==> src/i2c_register_access_master_macros.svh <==
// Assertion helpers used by the top-level RTL.
`ifndef I2C_REGISTER_ACCESS_MASTER_MACROS_SVH
`define I2C_REGISTER_ACCESS_MASTER_MACROS_SVH

// Same-cycle implication, checked out of reset.
`define I2CRAM_ASSERT_IMP(name, clk, rst_n, ante, cons) \
  name: assert property (@(posedge clk) disable iff (!rst_n) (ante) |-> (cons)) \
    else $error("i2cram: %m failed");

// Next-cycle implication, checked out of reset.
`define I2CRAM_ASSERT_NXT(name, clk, rst_n, ante, cons) \
  name: assert property (@(posedge clk) disable iff (!rst_n) (ante) |=> (cons)) \
    else $error("i2cram: %m failed");

`endif

==> src/i2cram_pkg.sv <==
package i2cram_pkg;

  // bus sequencer phases
  typedef enum logic [3:0] {
    PH_IDLE      = 4'd0,
    PH_START_A   = 4'd1,
    PH_START_B   = 4'd2,
    PH_BIT_LOW   = 4'd3,
    PH_BIT_HIGH  = 4'd4,
    PH_ACK_LOW   = 4'd5,
    PH_ACK_WAIT  = 4'd6,
    PH_RS_LOW    = 4'd7,
    PH_RD_LOW    = 4'd8,
    PH_RD_HIGH   = 4'd9,
    PH_NACK_LOW  = 4'd10,
    PH_NACK_HIGH = 4'd11,
    PH_STOP_A    = 4'd12,
    PH_STOP_B    = 4'd13,
    PH_STOP_C    = 4'd14
  } phase_e;

  // register indexes
  localparam logic [1:0] CFG_DEV_ADDR   = 2'd0;
  localparam logic [1:0] CFG_START_HOLD = 2'd1;
  localparam logic [1:0] CFG_HALF_BIT   = 2'd2;
  localparam logic [1:0] CFG_ACK_TMO    = 2'd3;

  localparam int CfgIdxW  = 2;
  localparam int CfgDataW = 10;

  // register reset values
  localparam logic [7:0] DEV_ADDR_RST   = 8'd0;
  localparam logic [7:0] START_HOLD_RST = 8'd4;
  localparam logic [7:0] HALF_BIT_RST   = 8'd2;
  localparam logic [9:0] ACK_TMO_RST    = 10'd250;

  localparam logic [1:0] BYTE_DEV  = 2'd0;
  localparam logic [1:0] BYTE_REG  = 2'd1;
  localparam logic [1:0] BYTE_LAST = 2'd2;

  typedef struct packed {
    logic [7:0] dev_addr;
    logic [7:0] start_hold;
    logic [7:0] half_bit;
    logic [9:0] ack_tmo;
  } cfg_t;

  // one result item
  typedef struct packed {
    logic       scl;
    logic       pull;
    logic       busy;
    logic       done;
    logic [7:0] rd_data;
    logic       ack_error;
  } res_t;

endpackage

==> src/i2c_register_access_master.sv <==
// The result of an accepted input transfer is registered in the output register in the cycle after it is taken.
// Throughput: one tick per cycle unless stalled; the sequencer state registers advance once per transfer.
// A new tick is taken whenever the output register is empty or drains in the same cycle.
// Reset (rst_ni low, asynchronous): bus idle, output register empty, config registers
// at device address 0, hold 4, half bit 2, ACK timeout 250.
`include "i2c_register_access_master_macros.svh"

module i2c_register_access_master (
  input  logic                           clk_i,
  input  logic                           rst_ni,
  // configuration writes
  input  logic                           cfg_we_i,
  input  logic [i2cram_pkg::CfgIdxW-1:0]  cfg_idx_i,
  input  logic [i2cram_pkg::CfgDataW-1:0] cfg_wdata_i,
  // tick input channel
  input  logic                           in_valid_i,
  output logic                           in_stall_o,
  input  logic                           start_request_i,
  input  logic                           op_i,
  input  logic [7:0]                     reg_addr_i,
  input  logic [7:0]                     wr_data_i,
  input  logic                           sda_in_i,
  // result channel
  output logic                           out_valid_o,
  input  logic                           out_stall_i,
  output logic                           scl_level_o,
  output logic                           sda_pull_low_o,
  output logic                           busy_res_o,
  output logic                           done_res_o,
  output logic [7:0]                     rd_data_o,
  output logic                           ack_error_o
);
  import i2cram_pkg::*;

  cfg_t cfg;
  res_t res;
  res_t res_q;
  logic out_valid_q, out_valid_d;
  logic in_take;

  // Register file: the user is to write it only while the bus is idle; the block itself does nothing to enforce this.
  i2cram_cfg u_cfg (
    .clk_i       (clk_i),
    .rst_ni      (rst_ni),
    .cfg_we_i    (cfg_we_i),
    .cfg_idx_i   (cfg_idx_i),
    .cfg_wdata_i (cfg_wdata_i),
    .cfg_o       (cfg)
  );

  // Bus sequencer: one FSM step per transfer, result computed combinationally.
  i2cram_seq u_seq (
    .clk_i           (clk_i),
    .rst_ni          (rst_ni),
    .step_i          (in_take),
    .cfg_i           (cfg),
    .start_request_i (start_request_i),
    .op_i            (op_i),
    .reg_addr_i      (reg_addr_i),
    .wr_data_i       (wr_data_i),
    .sda_in_i        (sda_in_i),
    .res_o           (res)
  );

  // Stall input only when the output register holds a result that is not leaving.
  assign in_stall_o = out_valid_q & out_stall_i;
  assign in_take    = in_valid_i & ~in_stall_o;

  always_comb begin
    out_valid_d = out_valid_q;
    if (in_take) begin
      out_valid_d = 1'b1;
    end else if (!out_stall_i) begin
      out_valid_d = 1'b0;
    end
  end

  always_ff @(posedge clk_i or negedge rst_ni) begin
    if (!rst_ni) begin
      out_valid_q <= 1'b0;
    end else begin
      out_valid_q <= out_valid_d;
    end
  end

  // result payload, no reset needed
  always_ff @(posedge clk_i) begin
    if (in_take) begin
      res_q <= res;
    end
  end

  assign out_valid_o    = out_valid_q;
  assign scl_level_o    = res_q.scl;
  assign sda_pull_low_o = res_q.pull;
  assign busy_res_o     = res_q.busy;
  assign done_res_o     = res_q.done;
  assign rd_data_o      = res_q.rd_data;
  assign ack_error_o    = res_q.ack_error;

  // every taken tick shows up as a result on the next cycle
  `I2CRAM_ASSERT_NXT(a_take_gives_result, clk_i, rst_ni, in_valid_i && !in_stall_o, out_valid_o)
  // a finishing tick is always part of a transaction
  `I2CRAM_ASSERT_IMP(a_done_in_busy, clk_i, rst_ni, out_valid_o && done_res_o, busy_res_o)
  // SCL is only driven low inside a transaction
  `I2CRAM_ASSERT_IMP(a_scl_low_busy, clk_i, rst_ni, out_valid_o && !scl_level_o, busy_res_o)

endmodule

==> src/i2cram_cfg.sv <==
module i2cram_cfg (
  input  logic                           clk_i,
  input  logic                           rst_ni,
  input  logic                           cfg_we_i,
  input  logic [i2cram_pkg::CfgIdxW-1:0]  cfg_idx_i,
  input  logic [i2cram_pkg::CfgDataW-1:0] cfg_wdata_i,
  output i2cram_pkg::cfg_t               cfg_o
);
  import i2cram_pkg::*;

  cfg_t cfg_q, cfg_d;

  always_comb begin
    cfg_d = cfg_q;
    if (cfg_we_i) begin
      case (cfg_idx_i)
        CFG_DEV_ADDR:   cfg_d.dev_addr   = cfg_wdata_i[7:0];
        CFG_START_HOLD: cfg_d.start_hold = cfg_wdata_i[7:0];
        CFG_HALF_BIT:   cfg_d.half_bit   = cfg_wdata_i[7:0];
        CFG_ACK_TMO:    cfg_d.ack_tmo    = cfg_wdata_i[9:0];
        default:        cfg_d = cfg_q;
      endcase
    end
  end

  always_ff @(posedge clk_i or negedge rst_ni) begin
    if (!rst_ni) begin
      cfg_q.dev_addr   <= DEV_ADDR_RST;
      cfg_q.start_hold <= START_HOLD_RST;
      cfg_q.half_bit   <= HALF_BIT_RST;
      cfg_q.ack_tmo    <= ACK_TMO_RST;
    end else begin
      cfg_q <= cfg_d;
    end
  end

  assign cfg_o = cfg_q;

endmodule

==> src/i2cram_seq.sv <==
module i2cram_seq (
  input  logic              clk_i,
  input  logic              rst_ni,
  input  logic              step_i,
  input  i2cram_pkg::cfg_t  cfg_i,
  input  logic              start_request_i,
  input  logic              op_i,
  input  logic [7:0]        reg_addr_i,
  input  logic [7:0]        wr_data_i,
  input  logic              sda_in_i,
  output i2cram_pkg::res_t  res_o
);
  import i2cram_pkg::*;

  phase_e     phase_q, phase_d;
  logic [7:0] tick_q, tick_d;
  logic [2:0] bit_q, bit_d;
  logic [1:0] byte_q, byte_d;
  logic [7:0] shift_q, shift_d;
  logic [9:0] wait_q, wait_d;
  logic       op_q, op_d;
  logic [7:0] reg_q, reg_d;
  logic [7:0] data_q, data_d;
  logic [7:0] rbyte_q, rbyte_d;
  logic       err_q, err_d;

  logic [7:0] dur, dur_eff;
  logic       over;
  logic [7:0] tick_adv;
  logic       scl, pull;
  logic [7:0] rd_shift;

  // byte to send next, chosen by the byte counter
  function automatic logic [7:0] next_byte(input logic [1:0] bidx, input logic rd,
                                           input logic [7:0] dev, input logic [7:0] ra,
                                           input logic [7:0] wd);
    logic [7:0] b;
    if (bidx == BYTE_DEV)      b = dev;
    else if (bidx == BYTE_REG) b = ra;
    else if (rd)               b = dev + 8'd1;
    else                       b = wd;
    return b;
  endfunction

  always_comb begin
    phase_d = phase_q;
    tick_d  = tick_q;
    bit_d   = bit_q;
    byte_d  = byte_q;
    shift_d = shift_q;
    wait_d  = wait_q;
    op_d    = op_q;
    reg_d   = reg_q;
    data_d  = data_q;
    rbyte_d = rbyte_q;
    err_d   = err_q;

    // start/stop phases time off the hold register, the other timed phases off half_bit
    if (phase_q == PH_START_A || phase_q == PH_START_B || phase_q == PH_STOP_A ||
        phase_q == PH_STOP_B || phase_q == PH_STOP_C) begin
      dur = cfg_i.start_hold;
    end else begin
      dur = cfg_i.half_bit;
    end
    dur_eff  = (dur == 8'd0) ? 8'd1 : dur;
    over     = ({1'b0, tick_q} + 9'd1) >= {1'b0, dur_eff};
    tick_adv = over ? 8'd0 : tick_q + 8'd1;
    rd_shift = (tick_q == 8'd0) ? {shift_q[6:0], sda_in_i} : shift_q;

    scl  = 1'b1;
    pull = 1'b0;
    case (phase_q)
      PH_START_B:  pull = 1'b1;
      PH_BIT_LOW:  begin
        scl  = 1'b0;
        pull = ~shift_q[7];
      end
      PH_BIT_HIGH: pull = ~shift_q[7];
      PH_ACK_LOW, PH_RS_LOW, PH_RD_LOW, PH_NACK_LOW: scl = 1'b0;
      PH_STOP_A:   begin
        scl  = 1'b0;
        pull = 1'b1;
      end
      PH_STOP_B:   pull = 1'b1;
      default:     scl = 1'b1;
    endcase

    res_o.scl  = scl;
    res_o.pull = pull;
    res_o.busy = (phase_q != PH_IDLE);
    res_o.done = 1'b0;

    case (phase_q)
      PH_IDLE: begin
        if (start_request_i) begin
          op_d    = op_i;
          reg_d   = reg_addr_i;
          data_d  = wr_data_i;
          err_d   = 1'b0;
          byte_d  = BYTE_DEV;
          tick_d  = 8'd0;
          phase_d = PH_START_A;
        end
      end
      PH_START_A: begin
        tick_d = tick_adv;
        if (over) phase_d = PH_START_B;
      end
      PH_START_B: begin
        tick_d = tick_adv;
        if (over) begin
          shift_d = next_byte(byte_q, op_q, cfg_i.dev_addr, reg_q, data_q);
          bit_d   = 3'd0;
          phase_d = PH_BIT_LOW;
        end
      end
      PH_BIT_LOW: begin
        tick_d = tick_adv;
        if (over) phase_d = PH_BIT_HIGH;
      end
      PH_BIT_HIGH: begin
        tick_d = tick_adv;
        if (over) begin
          if (bit_q == 3'd7) begin
            phase_d = PH_ACK_LOW;
          end else begin
            shift_d = {shift_q[6:0], 1'b0};
            bit_d   = bit_q + 3'd1;
            phase_d = PH_BIT_LOW;
          end
        end
      end
      PH_ACK_LOW: begin
        tick_d = tick_adv;
        if (over) begin
          wait_d  = 10'd0;
          phase_d = PH_ACK_WAIT;
        end
      end
      PH_ACK_WAIT: begin
        if (!sda_in_i) begin
          tick_d = 8'd0;
          if (byte_q == BYTE_DEV) begin
            byte_d  = BYTE_REG;
            shift_d = next_byte(BYTE_REG, op_q, cfg_i.dev_addr, reg_q, data_q);
            bit_d   = 3'd0;
            phase_d = PH_BIT_LOW;
          end else if (byte_q == BYTE_REG) begin
            byte_d = BYTE_LAST;
            if (op_q) begin
              phase_d = PH_RS_LOW;
            end else begin
              shift_d = next_byte(BYTE_LAST, op_q, cfg_i.dev_addr, reg_q, data_q);
              bit_d   = 3'd0;
              phase_d = PH_BIT_LOW;
            end
          end else if (op_q) begin
            bit_d   = 3'd0;
            shift_d = 8'd0;
            phase_d = PH_RD_LOW;
          end else begin
            phase_d = PH_STOP_A;
          end
        end else if (wait_q >= cfg_i.ack_tmo) begin
          // timeout: abort through STOP
          err_d   = 1'b1;
          tick_d  = 8'd0;
          phase_d = PH_STOP_A;
        end else begin
          wait_d = wait_q + 10'd1;
        end
      end
      PH_RS_LOW: begin
        tick_d = tick_adv;
        if (over) phase_d = PH_START_A;
      end
      PH_RD_LOW: begin
        tick_d = tick_adv;
        if (over) phase_d = PH_RD_HIGH;
      end
      PH_RD_HIGH: begin
        // sample on the first tick of the high phase
        shift_d = rd_shift;
        tick_d  = tick_adv;
        if (over) begin
          if (bit_q == 3'd7) begin
            rbyte_d = rd_shift;
            phase_d = PH_NACK_LOW;
          end else begin
            bit_d   = bit_q + 3'd1;
            phase_d = PH_RD_LOW;
          end
        end
      end
      PH_NACK_LOW: begin
        tick_d = tick_adv;
        if (over) phase_d = PH_NACK_HIGH;
      end
      PH_NACK_HIGH: begin
        tick_d = tick_adv;
        if (over) phase_d = PH_STOP_A;
      end
      PH_STOP_A: begin
        tick_d = tick_adv;
        if (over) phase_d = PH_STOP_B;
      end
      PH_STOP_B: begin
        tick_d = tick_adv;
        if (over) phase_d = PH_STOP_C;
      end
      PH_STOP_C: begin
        tick_d = tick_adv;
        if (over) begin
          phase_d    = PH_IDLE;
          res_o.done = 1'b1;
        end
      end
      default: begin
        tick_d  = 8'd0;
        phase_d = PH_IDLE;
      end
    endcase

    res_o.rd_data   = rbyte_d;
    res_o.ack_error = err_d;
  end

  // state advances one tick per transfer taken
  always_ff @(posedge clk_i or negedge rst_ni) begin
    if (!rst_ni) begin
      phase_q <= PH_IDLE;
      tick_q  <= 8'd0;
      bit_q   <= 3'd0;
      byte_q  <= BYTE_DEV;
      shift_q <= 8'd0;
      wait_q  <= 10'd0;
      op_q    <= 1'b0;
      reg_q   <= 8'd0;
      data_q  <= 8'd0;
      rbyte_q <= 8'd0;
      err_q   <= 1'b0;
    end else if (step_i) begin
      phase_q <= phase_d;
      tick_q  <= tick_d;
      bit_q   <= bit_d;
      byte_q  <= byte_d;
      shift_q <= shift_d;
      wait_q  <= wait_d;
      op_q    <= op_d;
      reg_q   <= reg_d;
      data_q  <= data_d;
      rbyte_q <= rbyte_d;
      err_q   <= err_d;
    end
  end

endmodule
==> config.mk <==
export PLATFORM = sky130hd
export DESIGN_NAME = i2c_register_access_master
export DESIGN_NICKNAME = d
export VERILOG_FILES = /design/src/i2cram_pkg.sv /design/src/i2c_register_access_master.sv /design/src/i2cram_cfg.sv /design/src/i2cram_seq.sv
export VERILOG_INCLUDE_DIRS = /design/src /design/src/src
export SDC_FILE = /design/constraint.sdc
export NUM_CORES = 1
export LEC_CHECK = 0
export ABC_AREA = 1
export BUFFER_PORTS_ARGS = -buffer_cell sky130_fd_sc_hd__buf_4
export CAP_MARGIN = 15
export CORE_MARGIN = 2
export CORE_UTILIZATION = 45
export CTS_BUF_LIST = sky130_fd_sc_hd__clkbuf_16
export DETAILED_ROUTE_END_ITERATION = 7
export SYNTH_ARGS = -nofsm -noshare
export SYNTH_HDL_FRONTEND = slang
export SYNTH_SLANG_ARGS = --single-unit
==> constraint.sdc <==
create_clock -name clk_i -period 3.41 [get_ports clk_i]
set_input_delay 0 -clock clk_i [delete_from_list [all_inputs] [get_ports clk_i]]
set_output_delay 0 -clock clk_i [all_outputs]
set_load 0.01 [all_outputs]
==> metrics.md <==
| Metric | Value |
|---|---|
| Status | completed |
| Power density over cell area | 707 mW/mm² |
| Full die area | 0.0149 mm² |
| Total negative slack | 0 ps |
| Slew margin rel. | 0.456 |
| Setup CP Type | flop to flop |
| Syn Inst Count | 818 |
| Multi-input gate area in the final layout | 0.00299 mm² |
| Worst R2R Setup Slack | 320 ps |
| DR DRC count | 0 |
| VDD IR max | 0.380 mV |
| HPWL Detailed | 11.9 mm |
| Seq/Total Area, Yosys | 0.447 |
| Max Slew Vio Count | 0 |
| Setup crit end kind | flop |
| IO Count | between 50 and 60 |
| Max Buffers Root-to-Sink | 2 |
| Synth top cells by count | nand2_1 (226), inv_1 (100), dfrtp_1 (88), o21ai_0 (82), nand3_1 (54) |
| Rows | 43 |
| ANT cells | 0 |
| Num CTS Buffers | 9 |
| Mapped Area | 0.00627 mm² |
| Clock skew | 9.36 ps |
| RSZ-0062 raised after global routing | no |
| Syn nets | around 880 |
| Vias per inst | 5.18 |
| Synthesized area per cell | between 7 and 8 µm² |
| First-pass GRT wire length | 27.1 mm |
| Worst setup path start | u_seq.phase_q[1] |
| Drt first pass iters | 5 |
| Warnings from Yosys | 0 |
| Power, Total | 5.30 mW |
| Leading area contributor after synthesis | dfrtp_1 |
| EDFF count, synth | 13 |
| Routed wire per std cell | between 10 and 15 µm |
| Area Growth Syn to Fin | 19.5% |
| H-tree depth | 3 |
| Share of layout cells above drive strength 1 | 0.155 |
| Max-Cap Viols | 0 |
| Required @ worst endpoint | 3710 ps |
| CTS tree | done |
| Clk root buf | clkbuf_16 |
| Yosys cell types | 48 |
| Core region area | 0.0138 mm² |
| Port Buffers | 50 |
| Crit-path max cell delay | 460 ps |
| Crit path to | u_seq.tick_q[6] |
| Most frequent CP cell | nand2_1 |
| Initial Utilization | 0.455 |
| FILL cells | 1369 |
| GP Congestion | ~0.93 |
| Die height | 122 µm |
| Worst Path Arrival | between 3000 and 4000 ps |
| Ys flop type | dfrtp_1 |
| Worst reg2reg startpoint | u_seq.phase_q[1] |
| Most numerous cell in the Yosys netlist | nand2_1 |
| Crit start category | flop |
| Vias in the first global route | 5320 |
| Total routed wirelength | 16.2 mm |
| Via count | 5625 |
| Antenna viol nets, final | 0 |
| Clk slew on worst S/H paths | about 80 ps |
| Crit path max fanout | 12 |
| Async SR Flop Fraction | 0.881 |
| Worst-Skew Late Latency | 360 ps |
| Postcts setup bufs | 0 |
| Period utilisation layout | 0.905 |
| Final setup vio count | 0 |
| Fmax | 324 MHz |
| Yosys top cell area share | 0.351 |
| Lkg Pwr | 3.68 nW |
| Measured slew at the worst slew-check pin | 816 ps |
| Post-synthesis register bit count | 109 |
| Synth area leaders | dfrtp_1 (35%), nand2_1 (14%), o21ai_0 (6.5%), edfxtp_1 (6.2%), inv_1 (6.0%) |
| Largest net degree at the start of global routing | 62 |
| Starting DRT DRC Count | 513 |
| Total track usage | 0.234 |
| Initial antenna violation count | 0 |
| RR Endpoint | u_seq.tick_q[6] |
| Reg2reg path depth | 26 |
| Final Hold Viols | 0 |
| Hold crit path type | input port to flop |
| Final core utilization | 0.544 |
| Sequential standard cell area | 0.00281 mm² |
| Min cycle time layout | 3090 ps |
| Clock sink count | 109 |
| Grt ovf | 0 |
| Layout Nets | 961 |
| Slowest library cell on the worst path | dfrtp_1 |
| Die X | roughly 120 µm |
critical path: cells and delay by family (launching register included):
| family | cells | cell delay (ps) |
|---|---|---|
| flops | 1 | 460 |
| simple gates | 19 | 1820 |
| compound gates | 2 | 230 |
| fa+ha+maj | 1 | 140 |
| buf+inv | 4 | 380 |
timing repair:
item,4_1_cts,5_1_grt
hold buffers,30,0
endpoints found under the hold margin,98,0
endpoints found under the setup margin,0,46
resized for setup,0,13
layer usage:
layer	part of all wire	wire length [µm]	track usage
met5	0	0	0
met4	0.024	397	0.0761
met2	0.45	7390	0.366
met1	0.47	7560	0.322
met3	0.055	888	0.0543
how the worst min path moves through the flow:
stage	start	endpoint	slack (ps)	depth (start not counted)
after floorplan	rst_ni	out_valid_o	-300	0
after global placement	rst_ni	u_seq.tick_q[3]	130	1
after detailed placement	rst_ni	u_seq.tick_q[4]	140	1
after CTS	cfg_wdata_i[4]	u_cfg.cfg_o[22]	0.4	3
after global routing	cfg_wdata_i[4]	u_cfg.cfg_o[30]	30	3
final	cfg_wdata_i[4]	u_cfg.cfg_o[30]	10	3
kinds of logic (layout without fill, tap and decap cells):
kind of cell,after synthesis,in the layout,synth area share
fa+ha+maj,24,24,0.0479
xor+xnor,7,7,0.00977
buf+inv,133,220,0.0828
compound gates,157,157,0.140
mux,3,3,0.00519
flops,109,109,0.447
simple gates,385,386,0.267
per-stage QoR:
stage               hold slack (ps)  instance area [µm²]  setup WS (ps)  std cells
floorplan                      -296                 6270            716        818
global placement                132                 6850            325       1039
detailed placement              144                 6850            179       1039
CTS                           0.366                 7450            157       1085
global route                   27.6                 7490           6.56       1086
finish                         14.9                 7490            323       1086
cells in the final DEF, fill, tap and decap left out, drive strengths merged, types with 2 or more instances in the layout:
cell type	instances
o21a	4
dfstp	8
xor2	5
ha	24
nand3	54
and2	8
nor2	57
buf	57
dfrtp	88
clkbuf	9
inv	119
o22ai	8
dlygate4sd3	30
o2111ai	3
clkinv	4
mux2	2
o211ai	2
nand4	7
a21oi	27
xnor2	2
or2	6
o21ai	105
a211oi	2
nor4	3
nand2	237
nand3b	4
edfxtp	13
nor3	9
power by group:
part | switching, mW | internal (mW)
Sequential | 0.232 | 1.65
Combinational | 1.51 | 0.799
Clock | 0.517 | 0.581
flip-flops by register name, summed over array words and instances (netlist names), 2 cells and up:
signal,flops
rd_data_o,8
u_cfg.cfg_o,34
u_seq.bit_q,3
u_seq.byte_q,2
u_seq.data_q,8
u_seq.phase_q,4
u_seq.rbyte_q,8
u_seq.reg_q,8
u_seq.shift_q,8
u_seq.tick_q,8
u_seq.wait_q,10
cell type report:
cell class                 count  area share
clock buffer                   9      0.0301
clock inverter                 7      0.0104
inverter                     117      0.0586
multi-input combinational    577       0.399
sequential                   109       0.374
tap                          180      0.0301
timing repair buffer          87      0.0972
Note: power is estimated with default switching activity, not from simulation.
